### config.mk
export PLATFORM = sky130hd
export DESIGN_NAME = text_line_folder_unit_flat
export DESIGN_NICKNAME = d
export VERILOG_FILES = /design/src/tlf_pkg.sv /design/src/tlf_ifs.sv /design/src/tlf_ram.sv /design/src/tlf_fold_ctrl.sv /design/src/text_line_folder_unit.sv /design/src/flat_wrapper.sv
export SDC_FILE = /design/constraint.sdc
export NUM_CORES = 1
export LEC_CHECK = 0
export BUFFER_PORTS_ARGS = -buffer_cell sky130_fd_sc_hd__clkbuf_2
export CORE_ASPECT_RATIO = 0.5
export CORE_MARGIN = 4
export CORE_UTILIZATION = 50
export DETAILED_ROUTE_END_ITERATION = 8
export GPL_TIMING_DRIVEN = 0
export PLACE_DENSITY = 0.75
export SETUP_SLACK_MARGIN = 0.1
export SLEW_MARGIN = 30
export SYNTH_ARGS = -nofsm -noshare
export SYNTH_HDL_FRONTEND = slang
export SYNTH_SLANG_ARGS = --single-unit
export TNS_END_PERCENT = 1
### constraint.sdc
create_clock -name clk -period 7.6 [get_ports clk]
set_input_delay 1.52 -clock clk [delete_from_list [all_inputs] [get_ports clk]]
set_output_delay 1.52 -clock clk [all_outputs]
set_load 0.02 [all_outputs]
### src/tlf_pkg.sv
`default_nettype none
package tlf_pkg;

    // character codes
    localparam logic [7:0] CH_NL     = 8'd10;
    localparam logic [7:0] CH_TAB    = 8'd9;
    localparam logic [7:0] CH_SP     = 8'd32;
    localparam logic [7:0] CH_HYPHEN = 8'd45;

    // line width register
    localparam logic [5:0] LINE_WIDTH_RST = 6'd63;
    localparam logic [5:0] MIN_WIDTH      = 6'd2;

    // status from the fold controller to the top level
    typedef struct packed {
        logic       busy;
        logic [5:0] fill;
    } fold_status_t;

    function automatic logic is_space(input logic [7:0] ch);
        return (ch == CH_SP) || (ch == CH_TAB) || (ch == CH_NL);
    endfunction

endpackage
`default_nettype wire

### src/tlf_ifs.sv
`default_nettype none
// input byte channel
interface tlf_char_if;
    logic       valid;
    logic       ready;
    logic [7:0] in_char;
    modport source (output valid, output in_char, input ready);
    modport sink (input valid, input in_char, output ready);
endinterface

// folded output channel
interface tlf_out_if;
    logic       valid;
    logic       ready;
    logic [7:0] out_char;
    logic       line_end;
    modport source (output valid, output out_char, output line_end, input ready);
    modport sink (input valid, input out_char, input line_end, output ready);
endinterface

// line width write channel
interface tlf_cfg_if;
    logic       valid;
    logic       ready;
    logic [5:0] line_width;
    modport source (output valid, output line_width, input ready);
    modport sink (input valid, input line_width, output ready);
endinterface
`default_nettype wire

### src/tlf_ram.sv
`default_nettype none
module tlf_ram #(
    parameter int WIDTH = 8,
    parameter int DEPTH = 63
) (
    input  wire logic                     clk,
    input  wire logic                     we,
    input  wire logic [$clog2(DEPTH)-1:0] waddr,
    input  wire logic [WIDTH-1:0]         wdata,
    input  wire logic [$clog2(DEPTH)-1:0] raddr,
    output logic      [WIDTH-1:0]         rdata
);

    logic [WIDTH-1:0] mem_reg [DEPTH];
    logic [WIDTH-1:0] rd_data_reg;

    // one write port, one registered read port
    always_ff @(posedge clk)
    begin
        if (we)
        begin
            mem_reg[waddr] <= wdata;
        end
        rd_data_reg <= mem_reg[raddr];
    end

    assign rdata = rd_data_reg;

endmodule
`default_nettype wire

### src/tlf_fold_ctrl.sv
`default_nettype none
module tlf_fold_ctrl #(
    parameter int MAX_WIDTH = 63
) (
    input  wire logic                         clk,
    input  wire logic                         rst_n,
    input  wire logic [5:0]                   width_eff,
    tlf_char_if.sink                          char_in,
    tlf_out_if.source                         char_out,
    output logic                              ram_we,
    output logic [$clog2(MAX_WIDTH)-1:0]      ram_waddr,
    output logic [7:0]                        ram_wdata,
    output logic [$clog2(MAX_WIDTH)-1:0]      ram_raddr,
    input  wire logic [7:0]                   ram_rdata,
    output tlf_pkg::fold_status_t             status
);

    localparam int CW = $clog2(MAX_WIDTH + 1);
    localparam int AW = $clog2(MAX_WIDTH);

    localparam logic [1:0] S_IDLE   = 2'd0;
    localparam logic [1:0] S_EMIT   = 2'd1;
    localparam logic [1:0] S_COPY   = 2'd2;
    localparam logic [1:0] S_APPEND = 2'd3;

    logic [1:0]    state_reg, state_next;
    // line trackers: count, trimmed length, last word start, trimmed length before it
    logic [CW-1:0] fill_reg, fill_next;
    logic [CW-1:0] trim_reg, trim_next;
    logic [CW-1:0] wstart_reg, wstart_next;
    logic [CW-1:0] ptrim_reg, ptrim_next;
    logic          lastws_reg, lastws_next;
    // plan of the current emission
    logic [7:0]    char_reg, char_next;
    logic [CW-1:0] emit_len_reg, emit_len_next;
    logic [CW-1:0] idx_reg, idx_next;
    logic          rd_pend_reg, rd_pend_next;
    logic          hyph_reg, hyph_next;
    logic          fold_reg, fold_next;
    logic [CW-1:0] src_reg, src_next;
    logic [CW-1:0] clen_reg, clen_next;
    // carry copy
    logic [CW-1:0] cp_rd_reg, cp_rd_next;
    logic          cp_wp_reg, cp_wp_next;
    logic [AW-1:0] cp_wa_reg, cp_wa_next;
    // output register
    logic          out_valid_reg, out_valid_next;
    logic [7:0]    out_char_reg, out_char_next;
    logic          out_end_reg, out_end_next;

    logic          slot_free;
    logic          fold;
    logic          single;
    logic [CW-1:0] last_idx;
    logic [CW-1:0] cp_src;
    logic [CW-1:0] b_fill, b_trim, b_wstart, b_ptrim;
    logic          b_lastws;
    logic          set_base;
    logic          do_upd;
    logic [7:0]    u_ch;

    assign slot_free = !out_valid_reg || char_out.ready;
    assign last_idx  = fill_reg - CW'(1);
    assign fold      = (fill_reg != '0) && !tlf_pkg::is_space(char_in.in_char) && !lastws_reg;
    assign single    = fold && (ptrim_reg == '0);
    assign cp_src    = src_reg + cp_rd_reg;

    always_comb
    begin
        state_next     = state_reg;
        fill_next      = fill_reg;
        trim_next      = trim_reg;
        wstart_next    = wstart_reg;
        ptrim_next     = ptrim_reg;
        lastws_next    = lastws_reg;
        char_next      = char_reg;
        emit_len_next  = emit_len_reg;
        idx_next       = idx_reg;
        rd_pend_next   = rd_pend_reg;
        hyph_next      = hyph_reg;
        fold_next      = fold_reg;
        src_next       = src_reg;
        clen_next      = clen_reg;
        cp_rd_next     = cp_rd_reg;
        cp_wp_next     = cp_wp_reg;
        cp_wa_next     = cp_wa_reg;
        out_valid_next = out_valid_reg;
        out_char_next  = out_char_reg;
        out_end_next   = out_end_reg;
        ram_we         = 1'b0;
        ram_waddr      = '0;
        ram_wdata      = char_reg;
        ram_raddr      = '0;
        b_fill         = fill_reg;
        b_trim         = trim_reg;
        b_wstart       = wstart_reg;
        b_ptrim        = ptrim_reg;
        b_lastws       = lastws_reg;
        set_base       = 1'b0;
        do_upd         = 1'b0;
        u_ch           = char_in.in_char;

        // output beat taken
        if (out_valid_reg && char_out.ready)
        begin
            out_valid_next = 1'b0;
        end

        case (state_reg)
            S_IDLE:
            begin
                if (char_in.valid)
                begin
                    if ((char_in.in_char != tlf_pkg::CH_NL) && (6'(fill_reg) < width_eff))
                    begin
                        // store the byte, line not full
                        ram_we    = 1'b1;
                        ram_waddr = fill_reg[AW-1:0];
                        ram_wdata = char_in.in_char;
                        do_upd    = 1'b1;
                    end
                    else
                    begin
                        // plan the line emission and carry
                        char_next    = char_in.in_char;
                        fold_next    = fold;
                        hyph_next    = single;
                        idx_next     = '0;
                        rd_pend_next = 1'b0;
                        if (single)
                        begin
                            emit_len_next = last_idx;
                            src_next      = last_idx;
                            clen_next     = CW'(1);
                        end
                        else if (fold)
                        begin
                            emit_len_next = ptrim_reg;
                            src_next      = wstart_reg;
                            clen_next     = fill_reg - wstart_reg;
                        end
                        else
                        begin
                            emit_len_next = trim_reg;
                            src_next      = '0;
                            clen_next     = '0;
                        end
                        state_next = S_EMIT;
                    end
                end
            end

            S_EMIT:
            begin
                if (rd_pend_reg)
                begin
                    // read data lands in the freed output register
                    out_valid_next = 1'b1;
                    out_char_next  = ram_rdata;
                    out_end_next   = 1'b0;
                    rd_pend_next   = 1'b0;
                end
                else if (slot_free)
                begin
                    if (idx_reg < emit_len_reg)
                    begin
                        ram_raddr    = idx_reg[AW-1:0];
                        idx_next     = idx_reg + CW'(1);
                        rd_pend_next = 1'b1;
                    end
                    else if (hyph_reg)
                    begin
                        out_valid_next = 1'b1;
                        out_char_next  = tlf_pkg::CH_HYPHEN;
                        out_end_next   = 1'b0;
                        hyph_next      = 1'b0;
                    end
                    else
                    begin
                        out_valid_next = 1'b1;
                        out_char_next  = tlf_pkg::CH_NL;
                        out_end_next   = 1'b1;
                        cp_rd_next     = '0;
                        cp_wp_next     = 1'b0;
                        state_next     = S_COPY;
                    end
                end
            end

            S_COPY:
            begin
                // forward copy of the carried word to the line start
                if (cp_wp_reg)
                begin
                    ram_we    = 1'b1;
                    ram_waddr = cp_wa_reg;
                    ram_wdata = ram_rdata;
                end
                if (cp_rd_reg < clen_reg)
                begin
                    ram_raddr  = cp_src[AW-1:0];
                    cp_rd_next = cp_rd_reg + CW'(1);
                    cp_wp_next = 1'b1;
                    cp_wa_next = cp_rd_reg[AW-1:0];
                end
                else
                begin
                    cp_wp_next = 1'b0;
                    if (!cp_wp_reg)
                    begin
                        state_next = S_APPEND;
                    end
                end
            end

            S_APPEND:
            begin
                // new line base, then the incoming byte
                set_base = 1'b1;
                if (fold_reg)
                begin
                    b_fill   = clen_reg;
                    b_trim   = clen_reg;
                    b_lastws = 1'b0;
                end
                else
                begin
                    b_fill   = '0;
                    b_trim   = '0;
                    b_lastws = 1'b1;
                end
                b_wstart = '0;
                b_ptrim  = '0;
                u_ch     = char_reg;
                if (char_reg != tlf_pkg::CH_NL)
                begin
                    ram_we    = 1'b1;
                    ram_waddr = b_fill[AW-1:0];
                    ram_wdata = char_reg;
                    do_upd    = 1'b1;
                end
                state_next = S_IDLE;
            end

            default:
            begin
                state_next = S_IDLE;
            end
        endcase

        if (set_base)
        begin
            fill_next   = b_fill;
            trim_next   = b_trim;
            wstart_next = b_wstart;
            ptrim_next  = b_ptrim;
            lastws_next = b_lastws;
        end

        // tracker update for one appended byte
        if (do_upd)
        begin
            fill_next = b_fill + CW'(1);
            if (tlf_pkg::is_space(u_ch))
            begin
                lastws_next = 1'b1;
                trim_next   = b_trim;
                wstart_next = b_wstart;
                ptrim_next  = b_ptrim;
            end
            else
            begin
                lastws_next = 1'b0;
                trim_next   = b_fill + CW'(1);
                if (b_lastws)
                begin
                    wstart_next = b_fill;
                    ptrim_next  = b_trim;
                end
                else
                begin
                    wstart_next = b_wstart;
                    ptrim_next  = b_ptrim;
                end
            end
        end
    end

    // control state
    always_ff @(posedge clk or negedge rst_n)
    begin
        if (!rst_n)
        begin
            state_reg     <= S_IDLE;
            fill_reg      <= '0;
            trim_reg      <= '0;
            wstart_reg    <= '0;
            ptrim_reg     <= '0;
            lastws_reg    <= 1'b1;
            idx_reg       <= '0;
            rd_pend_reg   <= 1'b0;
            hyph_reg      <= 1'b0;
            fold_reg      <= 1'b0;
            cp_rd_reg     <= '0;
            cp_wp_reg     <= 1'b0;
            out_valid_reg <= 1'b0;
        end
        else
        begin
            state_reg     <= state_next;
            fill_reg      <= fill_next;
            trim_reg      <= trim_next;
            wstart_reg    <= wstart_next;
            ptrim_reg     <= ptrim_next;
            lastws_reg    <= lastws_next;
            idx_reg       <= idx_next;
            rd_pend_reg   <= rd_pend_next;
            hyph_reg      <= hyph_next;
            fold_reg      <= fold_next;
            cp_rd_reg     <= cp_rd_next;
            cp_wp_reg     <= cp_wp_next;
            out_valid_reg <= out_valid_next;
        end
    end

    // payload
    always_ff @(posedge clk)
    begin
        char_reg     <= char_next;
        emit_len_reg <= emit_len_next;
        src_reg      <= src_next;
        clen_reg     <= clen_next;
        cp_wa_reg    <= cp_wa_next;
        out_char_reg <= out_char_next;
        out_end_reg  <= out_end_next;
    end

    assign char_in.ready     = (state_reg == S_IDLE);
    assign char_out.valid    = out_valid_reg;
    assign char_out.out_char = out_char_reg;
    assign char_out.line_end = out_end_reg;
    assign status.busy       = (state_reg != S_IDLE);
    assign status.fill       = 6'(fill_reg);

endmodule
`default_nettype wire

### src/text_line_folder_unit.sv
`default_nettype none
// A byte that fits is written to the line memory straight from idle. A byte that
// closes a line starts an emission: each kept character is read back from the line
// memory into the output register, then an optional hyphen and the newline follow;
// the carried word is then moved to the line start and the next line is started.
// Input is held off meanwhile, and output stalls hold up the emission.
// Reset (rst_n, async, active low) clears control, sets line width to 63; no memory clear.
module text_line_folder_unit #(
    parameter int MAX_WIDTH = 63
) (
    input  wire logic   clk,
    input  wire logic   rst_n,
    tlf_cfg_if.sink     cfg,
    tlf_char_if.sink    char_in,
    tlf_out_if.source   char_out
);

    localparam int AW = $clog2(MAX_WIDTH);

    logic [5:0]             line_width_reg;
    logic [5:0]             width_eff;
    logic                   ram_we;
    logic [AW-1:0]          ram_waddr;
    logic [7:0]             ram_wdata;
    logic [AW-1:0]          ram_raddr;
    logic [7:0]             ram_rdata;
    tlf_pkg::fold_status_t  status;

    // line width register
    assign cfg.ready = 1'b1;

    always_ff @(posedge clk or negedge rst_n)
    begin
        if (!rst_n)
        begin
            line_width_reg <= tlf_pkg::LINE_WIDTH_RST;
        end
        else if (cfg.valid && cfg.ready)
        begin
            line_width_reg <= cfg.line_width;
        end
    end

    // clamp to the supported range
    always_comb
    begin
        if (line_width_reg < tlf_pkg::MIN_WIDTH)
        begin
            width_eff = tlf_pkg::MIN_WIDTH;
        end
        else if (line_width_reg > 6'(MAX_WIDTH))
        begin
            width_eff = 6'(MAX_WIDTH);
        end
        else
        begin
            width_eff = line_width_reg;
        end
    end

    tlf_ram #(
        .WIDTH (8),
        .DEPTH (MAX_WIDTH)
    ) u_line_ram (
        .clk   (clk),
        .we    (ram_we),
        .waddr (ram_waddr),
        .wdata (ram_wdata),
        .raddr (ram_raddr),
        .rdata (ram_rdata)
    );

    tlf_fold_ctrl #(
        .MAX_WIDTH (MAX_WIDTH)
    ) u_fold_ctrl (
        .clk       (clk),
        .rst_n     (rst_n),
        .width_eff (width_eff),
        .char_in   (char_in),
        .char_out  (char_out),
        .ram_we    (ram_we),
        .ram_waddr (ram_waddr),
        .ram_wdata (ram_wdata),
        .ram_raddr (ram_raddr),
        .ram_rdata (ram_rdata),
        .status    (status)
    );

`ifndef ASSERT_OFF
    // pending line never exceeds the memory
    a_fill_bound: assert property (@(posedge clk) disable iff (!rst_n)
        status.fill <= 6'(MAX_WIDTH))
        else $error("fill count beyond line memory");

    // a byte that fits is stored, and in the next cycle the fill count has advanced with no emission busy
    a_store_step: assert property (@(posedge clk) disable iff (!rst_n)
        (char_in.valid && char_in.ready && (char_in.in_char != tlf_pkg::CH_NL)
         && (status.fill < width_eff))
        |=> (!status.busy && (status.fill == $past(status.fill) + 6'd1)))
        else $error("stored byte did not advance fill count");

    // a closing byte always starts an emission; checked here for a newline
    a_close_busy: assert property (@(posedge clk) disable iff (!rst_n)
        (char_in.valid && char_in.ready && (char_in.in_char == tlf_pkg::CH_NL))
        |=> status.busy)
        else $error("newline did not start emission");

    // effective width stays in range
    a_width_range: assert property (@(posedge clk) disable iff (!rst_n)
        (width_eff >= tlf_pkg::MIN_WIDTH) && (width_eff <= 6'(MAX_WIDTH)))
        else $error("effective line width out of range");
`endif

endmodule
`default_nettype wire
### src/flat_wrapper.sv
// flat-port wrapper written by rule: the top's interface ports become plain ports
module text_line_folder_unit_flat 
#(
    parameter int MAX_WIDTH = 63
)
  (clk, rst_n, cfg_valid, cfg_line_width, cfg_ready, char_in_valid, char_in_in_char, char_in_ready, char_out_valid, char_out_out_char, char_out_line_end, char_out_ready);
  tlf_cfg_if cfg_i ();
  tlf_char_if char_in_i ();
  tlf_out_if char_out_i ();
  input  wire logic clk;
  input  wire logic rst_n;
  input wire logic [$bits(cfg_i.valid)-1:0] cfg_valid;
  input wire logic [$bits(cfg_i.line_width)-1:0] cfg_line_width;
  output wire logic [$bits(cfg_i.ready)-1:0] cfg_ready;
  input wire logic [$bits(char_in_i.valid)-1:0] char_in_valid;
  input wire logic [$bits(char_in_i.in_char)-1:0] char_in_in_char;
  output wire logic [$bits(char_in_i.ready)-1:0] char_in_ready;
  output wire logic [$bits(char_out_i.valid)-1:0] char_out_valid;
  output wire logic [$bits(char_out_i.out_char)-1:0] char_out_out_char;
  output wire logic [$bits(char_out_i.line_end)-1:0] char_out_line_end;
  input wire logic [$bits(char_out_i.ready)-1:0] char_out_ready;
  assign cfg_i.valid = cfg_valid;
  assign cfg_i.line_width = cfg_line_width;
  assign cfg_ready = cfg_i.ready;
  assign char_in_i.valid = char_in_valid;
  assign char_in_i.in_char = char_in_in_char;
  assign char_in_ready = char_in_i.ready;
  assign char_out_valid = char_out_i.valid;
  assign char_out_out_char = char_out_i.out_char;
  assign char_out_line_end = char_out_i.line_end;
  assign char_out_i.ready = char_out_ready;
  text_line_folder_unit #(.MAX_WIDTH(MAX_WIDTH)) u_core (.clk(clk), .rst_n(rst_n), .cfg(cfg_i), .char_in(char_in_i), .char_out(char_out_i));
endmodule
==> results.toml, run 1 <==
[run_status]
status = "completed"

[cts]
cts_setup_buffers = 0
numCtsBuffers = 53
cts_tree = "built"
insertion_delay_ps = 610
cts_hold_buf = 0
clk_pin_slew_worst_paths_ps = 70
htree_levels = 2
cts_resized = 0
clkSinkCount = 603
cts.path.max_buffers = 3
ctsRootBufferMaster = "clkbuf_16"

[global_route]
overflow = 0
grt_pass1_vias = 17300
antenna_found_initial = 1
grt_max_degree = 51
gr-usage-all-layers = 0.285
grt_pass1_wl_mm = 118

[floorplanning]
coreArea_sq_mm = 0.0520
chipWidth_um = 333
rows = 59
start_util = 0.506
ios = 31
dieArea_sq_mm = 0.0566
die_y_um = 170

[yosys]
yosysSeqAreaShare = 0.675
yosys.area_share.xor_xnor = 0.00699
synth_warnings = 0
yosys_register_bits = 603
async_flop_share = 0.0829
avgSynthCellArea_sq_um = 13.4
synthAdderAreaFrac = 0.0177
syn_area_sq_mm = 0.0263
synth-simple-area-share = 0.101
synth_edf_count = 545
synthCells = 1958
synthMuxAreaShare = 0.0736
synth-compound-area-share = 0.100
synth.distinct_cells = 83
synthFlopType = "edfxtp_1"
synth.net_count = 2013
synth_top_family_by_area = "simple AND/OR/NAND/NOR gates"

[worst_setup_path]
path_max_fanout = 10
path_delay_family = "compound AO/OA/AOI/OAI gates"
critPathBufInv = 4
end_kind = "flip-flop"
rrSetupSlack_ps = 2190
crit_type = "primary input to flip-flop"
start_kind = "primary input"
crit_top_cell = "buf_2"
slowest_delay_ps = 780
crit_slowest_cell = "a2111oi_1"
required_ps = 8020
cp_cell_sequence = "clkbuf_2 -> nand2b_1 -> o2111a_1 -> o211a_1 -> buf_2 -> nor2_2 -> buf_2 -> buf_2 -> o211ai_1 -> o211ai_1 -> a21oi_1 -> a2111oi_1 -> a211oi_1"
cp.arrival_ps = 5830

[power_and_ir_drop]
pwr-share-seq = 0.340
power.density_mw_per_mm2 = 458
swShare = 0.429
switching_power_uw = 5860
vdd_drop_max_mv = 0.277
p_total_uw = 13700
p_comb_frac = 0.456
p_leak_uw = 0.0106
p_int_uw = 7810
clockPowerShare = 0.203

[timing]
fmax_ghz = 0.185
maxSlewHeadroom = 0.284
tns_ps = 0
worst_slack_ps = 2180
min_period_over_period = 0.713
setup_viol = 0
rsz0062_at_grt = "no"
skew_ps = 20.4
drv_slew = 0
finalHoldViolCount = 0
worst_pin_slew_ps = 1070
min_period_ps = 5420

[routing]
firstDrtPassIters = 6
vias = 18600
routed_wl_mm = 82.9
routedWlPerCell_um = 29.4
drtAntennaViolNets = 0
drc_errors = 0
drt_iter0_drc = 3167
vias_per_cell = 6.60

[layout]
finalNetCount = 2126
antennaDiodeCount = 0
utilization = 0.573
largest_register_ffs = 504
fin_cells = 2815
areaGrowthSynthToFinish_pct = 13.2
nFillCells = 4055
drive_above_1_share = 0.117

[place]
post-place-ws_ps = 1870
port_buffers = 28
dp_hpwl_mm = 57.6
placed_cells = 2713
place.gp.congestion = 1.03

[min_path]
hold_path_class = "flip-flop to flip-flop"

[run]
maxCapViolations = 0
==> cells in the mapped netlist (16+ instances only) <==
cell,number,area share
edfxtp_1,545,0.62
nand2_1,241,0.034
mux2i_1,152,0.058
nor2_1,138,0.020
nand3_1,69,0.013
o21ai_0,65,0.012
clkbuf_1,61,0.0087
a21oi_1,56,0.011
dfrtp_1,43,0.041
inv_1,42,0.0060
buf_2,39,0.0074
a211oi_1,34,0.0097
ha_1,34,0.016
nor3_1,27,0.0051
o211ai_1,26,0.0074
mux2_2,23,0.0098
o22ai_1,19,0.0045
a31oi_1,17,0.0040
or3_1,16,0.0038
==> worst paths after layout <==
check	startpoint	endpoint	cells past startpoint
max	char_out_ready	u_core.u_line_ram.rdata[1]$_DFF_P_	13
max in group asynchronous	rst_n	u_core.u_fold_ctrl.cp_rd_reg[3]$_DFFE_PN0P_	1
min reg2reg	u_core.u_fold_ctrl.cp_wp_reg$_DFFE_PN0P_	u_core.u_fold_ctrl.cp_wp_reg$_DFFE_PN0P_	2
max reg2reg	u_core.u_fold_ctrl.cp_rd_reg[0]$_DFFE_PN0P_	u_core.u_line_ram.rdata[2]$_DFF_P_	12
min	u_core.u_fold_ctrl.cp_wp_reg$_DFFE_PN0P_	u_core.u_fold_ctrl.cp_wp_reg$_DFFE_PN0P_	2
min in group asynchronous	rst_n	u_core.u_fold_ctrl.hyph_reg$_DFFE_PN0P_	1
==> cells by family after synthesis <==
| group | after synthesis |
|---|---|
| adders and majority gates | 36 |
| other | 1 |
| xor gates and xnor gates | 21 |
| and+or+nand+nor | 584 |
| muxes | 182 |
| DFF | 603 |
| buffers and inverters | 158 |
| AOI/OAI and AO/OA | 373 |
==> cells in the final DEF (no fill, tap or decap), types with 13 or more instances in the layout <==
master,synthesis,final
mux2i_1,152,152
o211ai_1,26,26
a211oi_1,34,34
edfxtp_1,545,545
clkbuf_1,61,71
ha_1,34,34
nand2_1,241,241
inv_1,42,42
dfrtp_1,43,43
or3_1,16,16
a31oi_1,17,16
nor3_1,27,27
a21oi_1,56,54
buf_2,39,41
o21ai_0,65,65
nand2b_1,15,15
o221ai_1,15,15
clkbuf_2,0,32
buf_8,0,13
mux2_2,23,23
nand3_1,69,69
xnor2_1,15,15
nor2_1,138,135
clkbuf_16,0,53
==> through the flow <==
stage / hold WS, ps / cell area (sq um)
floorplan: 463 / 26300
global placement: 486 / 27300
detailed placement: 494 / 28000
CTS: 509 / 29800
global route: 548 / 29800
finish: 513 / 29800
==> power groups by stage <==
stage	clock network (uW)	registers, uW	logic [uW]
floorplan	0	4690	3220
global placement	0	4840	5360
detailed placement	0	4710	5890
CTS	2780	4640	5930
global route	2920	4670	6420
finish	2780	4650	6240
==> per-layer routing <==
layer  global-route usage  part of all wire  vias up
li1                     -                 -     7718
met1                0.389              0.38     9149
met2                0.421              0.42     1472
met3                0.111              0.15      226
met4                0.100             0.040        2
met5                    0           0.00016        -
==> tightest hold or removal path, cell delays in order, from the launching register on <==
cell,delay (ps)
dfrtp_1,360
nand2_1,50
o21ai_0,60
==> area by class of cell <==
type,instances,area [sq um],area share
Sequential cell,603,17800,0.597
Multi-Input combinational cell,1197,8050,0.270
Clock buffer,66,1390,0.0465
Tap cell,701,877,0.0294
Timing Repair Buffer,58,693,0.0233
Buffer,114,494,0.0166
Clock inverter,32,360,0.0121
Inverter,44,165,0.00554
(Power assumes the default switching activity.)
==> run 2, diff against run 1 <==
--- a/config.mk
+++ b/config.mk
@@ -5,13 +5,14 @@
 export SDC_FILE = /design/constraint.sdc
 export NUM_CORES = 1
 export LEC_CHECK = 0
+export ABC_AREA = 1
 export BUFFER_PORTS_ARGS = -buffer_cell sky130_fd_sc_hd__clkbuf_2
 export CORE_ASPECT_RATIO = 0.5
 export CORE_MARGIN = 4
 export CORE_UTILIZATION = 50
 export DETAILED_ROUTE_END_ITERATION = 8
 export GPL_TIMING_DRIVEN = 0
-export PLACE_DENSITY = 0.75
+export PLACE_DENSITY = 0.77
 export SETUP_SLACK_MARGIN = 0.1
 export SLEW_MARGIN = 30
 export SYNTH_ARGS = -nofsm -noshare
==> constraint.sdc (replaced) <==
create_clock -name clk -period 4.4 [get_ports clk]
set_input_delay 0.88 -clock clk [delete_from_list [all_inputs] [get_ports clk]]
set_output_delay 0.88 -clock clk [all_outputs]
set_load 0.02 [all_outputs]
==> run 2 against run 1 <==
Compared with the run above: flip-flop and latch count is the same; total power up 60%; die area increased by 6.4%; via count up 14%; sequential share of layout area is 2.5 points lower; largest cell class unchanged.
==> results.toml, run 2 <==
[run_status]
status = "completed"

[yosys]
yosys.area.top_type_share = 0.583
yosysSeqAreaShare = 0.633
synth.most_common_cell = "nand3_1"
synthCells = 2707
synth.net_count = 2762
yosys-top-cells-count = "nand3_1 (585), edfxtp_1 (545), nand2_1 (399)"
syn_area_sq_mm = 0.0281
synth_edf_count = 545
async_flop_share = 0.0829
yosys_register_bits = 603
synthFlopType = "edfxtp_1"
synth.area.top_cells = "edfxtp_1 (58%), nand3_1 (10%), nand2_1 (5.3%), inv_1 (4.9%), dfrtp_1 (3.8%)"
avgSynthCellArea_sq_um = 10.4
synth_warnings = 0
yosysTopAreaCell = "edfxtp_1"
synth.distinct_cells = 51

[min_path]
hold_path_class = "primary input to async pin"

[cts]
numCtsBuffers = 53
insertion_delay_ps = 610
ctsRootBufferMaster = "clkbuf_16"
clk_pin_slew_worst_paths_ps = 70
cts.path.max_buffers = 3
clkSinkCount = 603
cts_setup_buffers = 0
cts_tree = "built"
htree_levels = 2

[layout]
areaGrowthSynthToFinish_pct = 10.8
multi_input_area_sq_mm = 0.00821
drive_above_1_share = 0.0883
antennaDiodeCount = 0
nFillCells = 4687
final_common_cell = "nand3_1"
fin_cells = 3597
final_cell_mix = "nand3_1 (585), edfxtp_1 (545), nand2_1 (391)"
seqCellArea_sq_mm = 0.0178
finalNetCount = 2855
largest_register_ffs = 504

[timing]
rsz0062_at_grt = "yes"
setup_viol = 0
whs_ps = 363
min_period_over_period = 0.996
finalHoldViolCount = 0
fmax_ghz = 0.228
drv_slew = 0
skew_ps = 30.9
min_period_ps = 4380
maxSlewHeadroom = 0.381
worst_pin_slew_ps = 924

[power_and_ir_drop]
clockPowerShare = 0.213
pwr-share-seq = 0.353
p_comb_frac = 0.434
swShare = 0.438
vdd_drop_max_mv = 0.433
switching_power_uw = 9550
p_leak_uw = 0.0123
power.density_mw_per_mm2 = 700
p_int_uw = 12200

[global_route]
gr-usage-all-layers = 0.283
grt_max_degree = 51
overflow = 0
antenna_found_initial = 0
grt_pass1_wl_mm = 126
grt_pass1_vias = 20400

[worst_setup_path]
start_kind = "flip-flop"
path_max_fanout = 8
r2r-end = "u_core.u_line_ram.mem_reg[41][2]$_DFFE_PP_"
r2r_start = "u_core.line_width_reg[3]$_DFFE_PN1P_"
cp.arrival_ps = 4600
r2r_cells = 11
required_ps = 4620
rrSetupSlack_ps = 20
end_kind = "flip-flop"
crit_type = "flip-flop to flip-flop"

[place]
place.gp.congestion = 0.973
port_buffers = 29
dp_hpwl_mm = 61.9
placed_cells = 3501

[routing]
routed_wl_mm = 86.3
drt_iter0_drc = 3013
vias = 21100
drc_errors = 0
routedWlPerCell_um = 24.0
vias_per_cell = 5.86
firstDrtPassIters = 8
drtAntennaViolNets = 0

[floorplanning]
start_util = 0.506
chipWidth_um = 343
ios = 31
die_y_um = 176
dieArea_sq_mm = 0.0603
rows = 61
coreArea_sq_mm = 0.0556

[run]
maxCapViolations = 0
[run 2: cell types whose count changed after synthesis, sizes merged, moves of 17 or more]
cell,change
o211ai,-21
a211oi,-32
nor3,-17
nand3,+518
inv,+334
nor2,+58
nand3b,+136
mux2i,-151
buf,+28
nand2,+166
[run 2: how the worst max path moves through the flow]
| stage | slack, ps | endpoint | cells past startpoint | startpoint |
|---|---|---|---|---|
| floorplan | 1340 | u_core.u_line_ram.mem_reg[12][0]$_DFFE_PP_ | 9 | char_in_in_char[4] |
| global placement | -500 | u_core.u_line_ram.mem_reg[10][6]$_DFFE_PP_ | 11 | u_core.line_width_reg[3]$_DFFE_PN1P_ |
| detailed placement | -10 | u_core.u_line_ram.mem_reg[9][7]$_DFFE_PP_ | 8 | char_in_in_char[5] |
| CTS | 90 | u_core.u_line_ram.mem_reg[25][6]$_DFFE_PP_ | 11 | u_core.line_width_reg[3]$_DFFE_PN1P_ |
| global route | -80 | u_core.u_line_ram.mem_reg[1][7]$_DFFE_PP_ | 11 | u_core.line_width_reg[3]$_DFFE_PN1P_ |
| finish | 20 | u_core.u_line_ram.mem_reg[41][2]$_DFFE_PP_ | 11 | u_core.line_width_reg[3]$_DFFE_PN1P_ |
[run 2: timing repair]
action,CTS,global route
setup endpoints to repair,8,242
gates resized for setup,1,17
hold buffers,0,0
endpoints found under the hold margin,0,0
[run 2: cells by family (layout without fill, tap and decap cells)]
| family | count (synthesis) | in the layout | share of synthesized area |
|---|---|---|---|
| xor+xnor | 18 | 18 | 0.00561 |
| compound gates | 163 | 163 | 0.0331 |
| mux | 8 | 8 | 0.00316 |
| other cells | 1 | 1 | 0.000134 |
| buf+inv | 522 | 656 | 0.0781 |
| fa+ha+maj | 36 | 36 | 0.0166 |
| simple gates | 1356 | 1356 | 0.230 |
| flops | 603 | 603 | 0.633 |
[run 2: per-layer routing]
layer / wire length [um] / vias up / GRT usage
met3: 10600 / 216 / 0.0637
met5: 0 / - / 0
li1: - / 9411 / -
met1: 32700 / 10100 / 0.379
met4: 3880 / 0 / 0.120
met2: 39200 / 1340 / 0.448
[run 2: power groups by stage]
stage | logic, uW | clock network, uW | registers, uW
5_1_grt | 9950 | 4890 | 7710
3_5_place_dp | 9060 | 0 | 7810
4_1_cts | 9110 | 4640 | 7680
2_1_floorplan | 5210 | 0 | 7830
6_report | 9470 | 4640 | 7690
3_3_place_gp | 8640 | 0 | 7970
[run 2: through the flow]
| stage | instance area [sq um] | total power, uW | utilization | setup TNS [ps] | setup slack, ps |
|---|---|---|---|---|---|
| finish | 31100 | 21800 | 0.560 | 0 | 17.7 |
| global route | 31100 | 22600 | 0.560 | -3080 | -75.3 |
| CTS | 31100 | 21400 | 0.559 | 0 | 89.4 |
| detailed placement | 29400 | 16900 | 0.529 | -82.7 | -10.5 |
| global placement | 29200 | 16600 | 0.525 | -153550 | -504 |
| floorplan | 28100 | 13000 | - | 0 | 1340 |
[run 2: critical path: stages, from the launching register on]
cell and delay (ps):
dfstp_2 520, inv_1 50, ha_1 300, a21oi_1 140, nor2_1 50, a211oi_1 320
nand4_1 400, nor2_1 190, o21ai_0 300, inv_1 230, nand3_1 640, nor2_1 870
[run 2: cell type report]
class	count	area share
flip-flops and latches	603	0.571
multi-input cells	1582	0.264
clock buffers	73	0.0470
inverters	377	0.0455
well taps	756	0.0304
plain buffers	145	0.0251
repair buffers	38	0.0101
clock inverters	23	0.00671
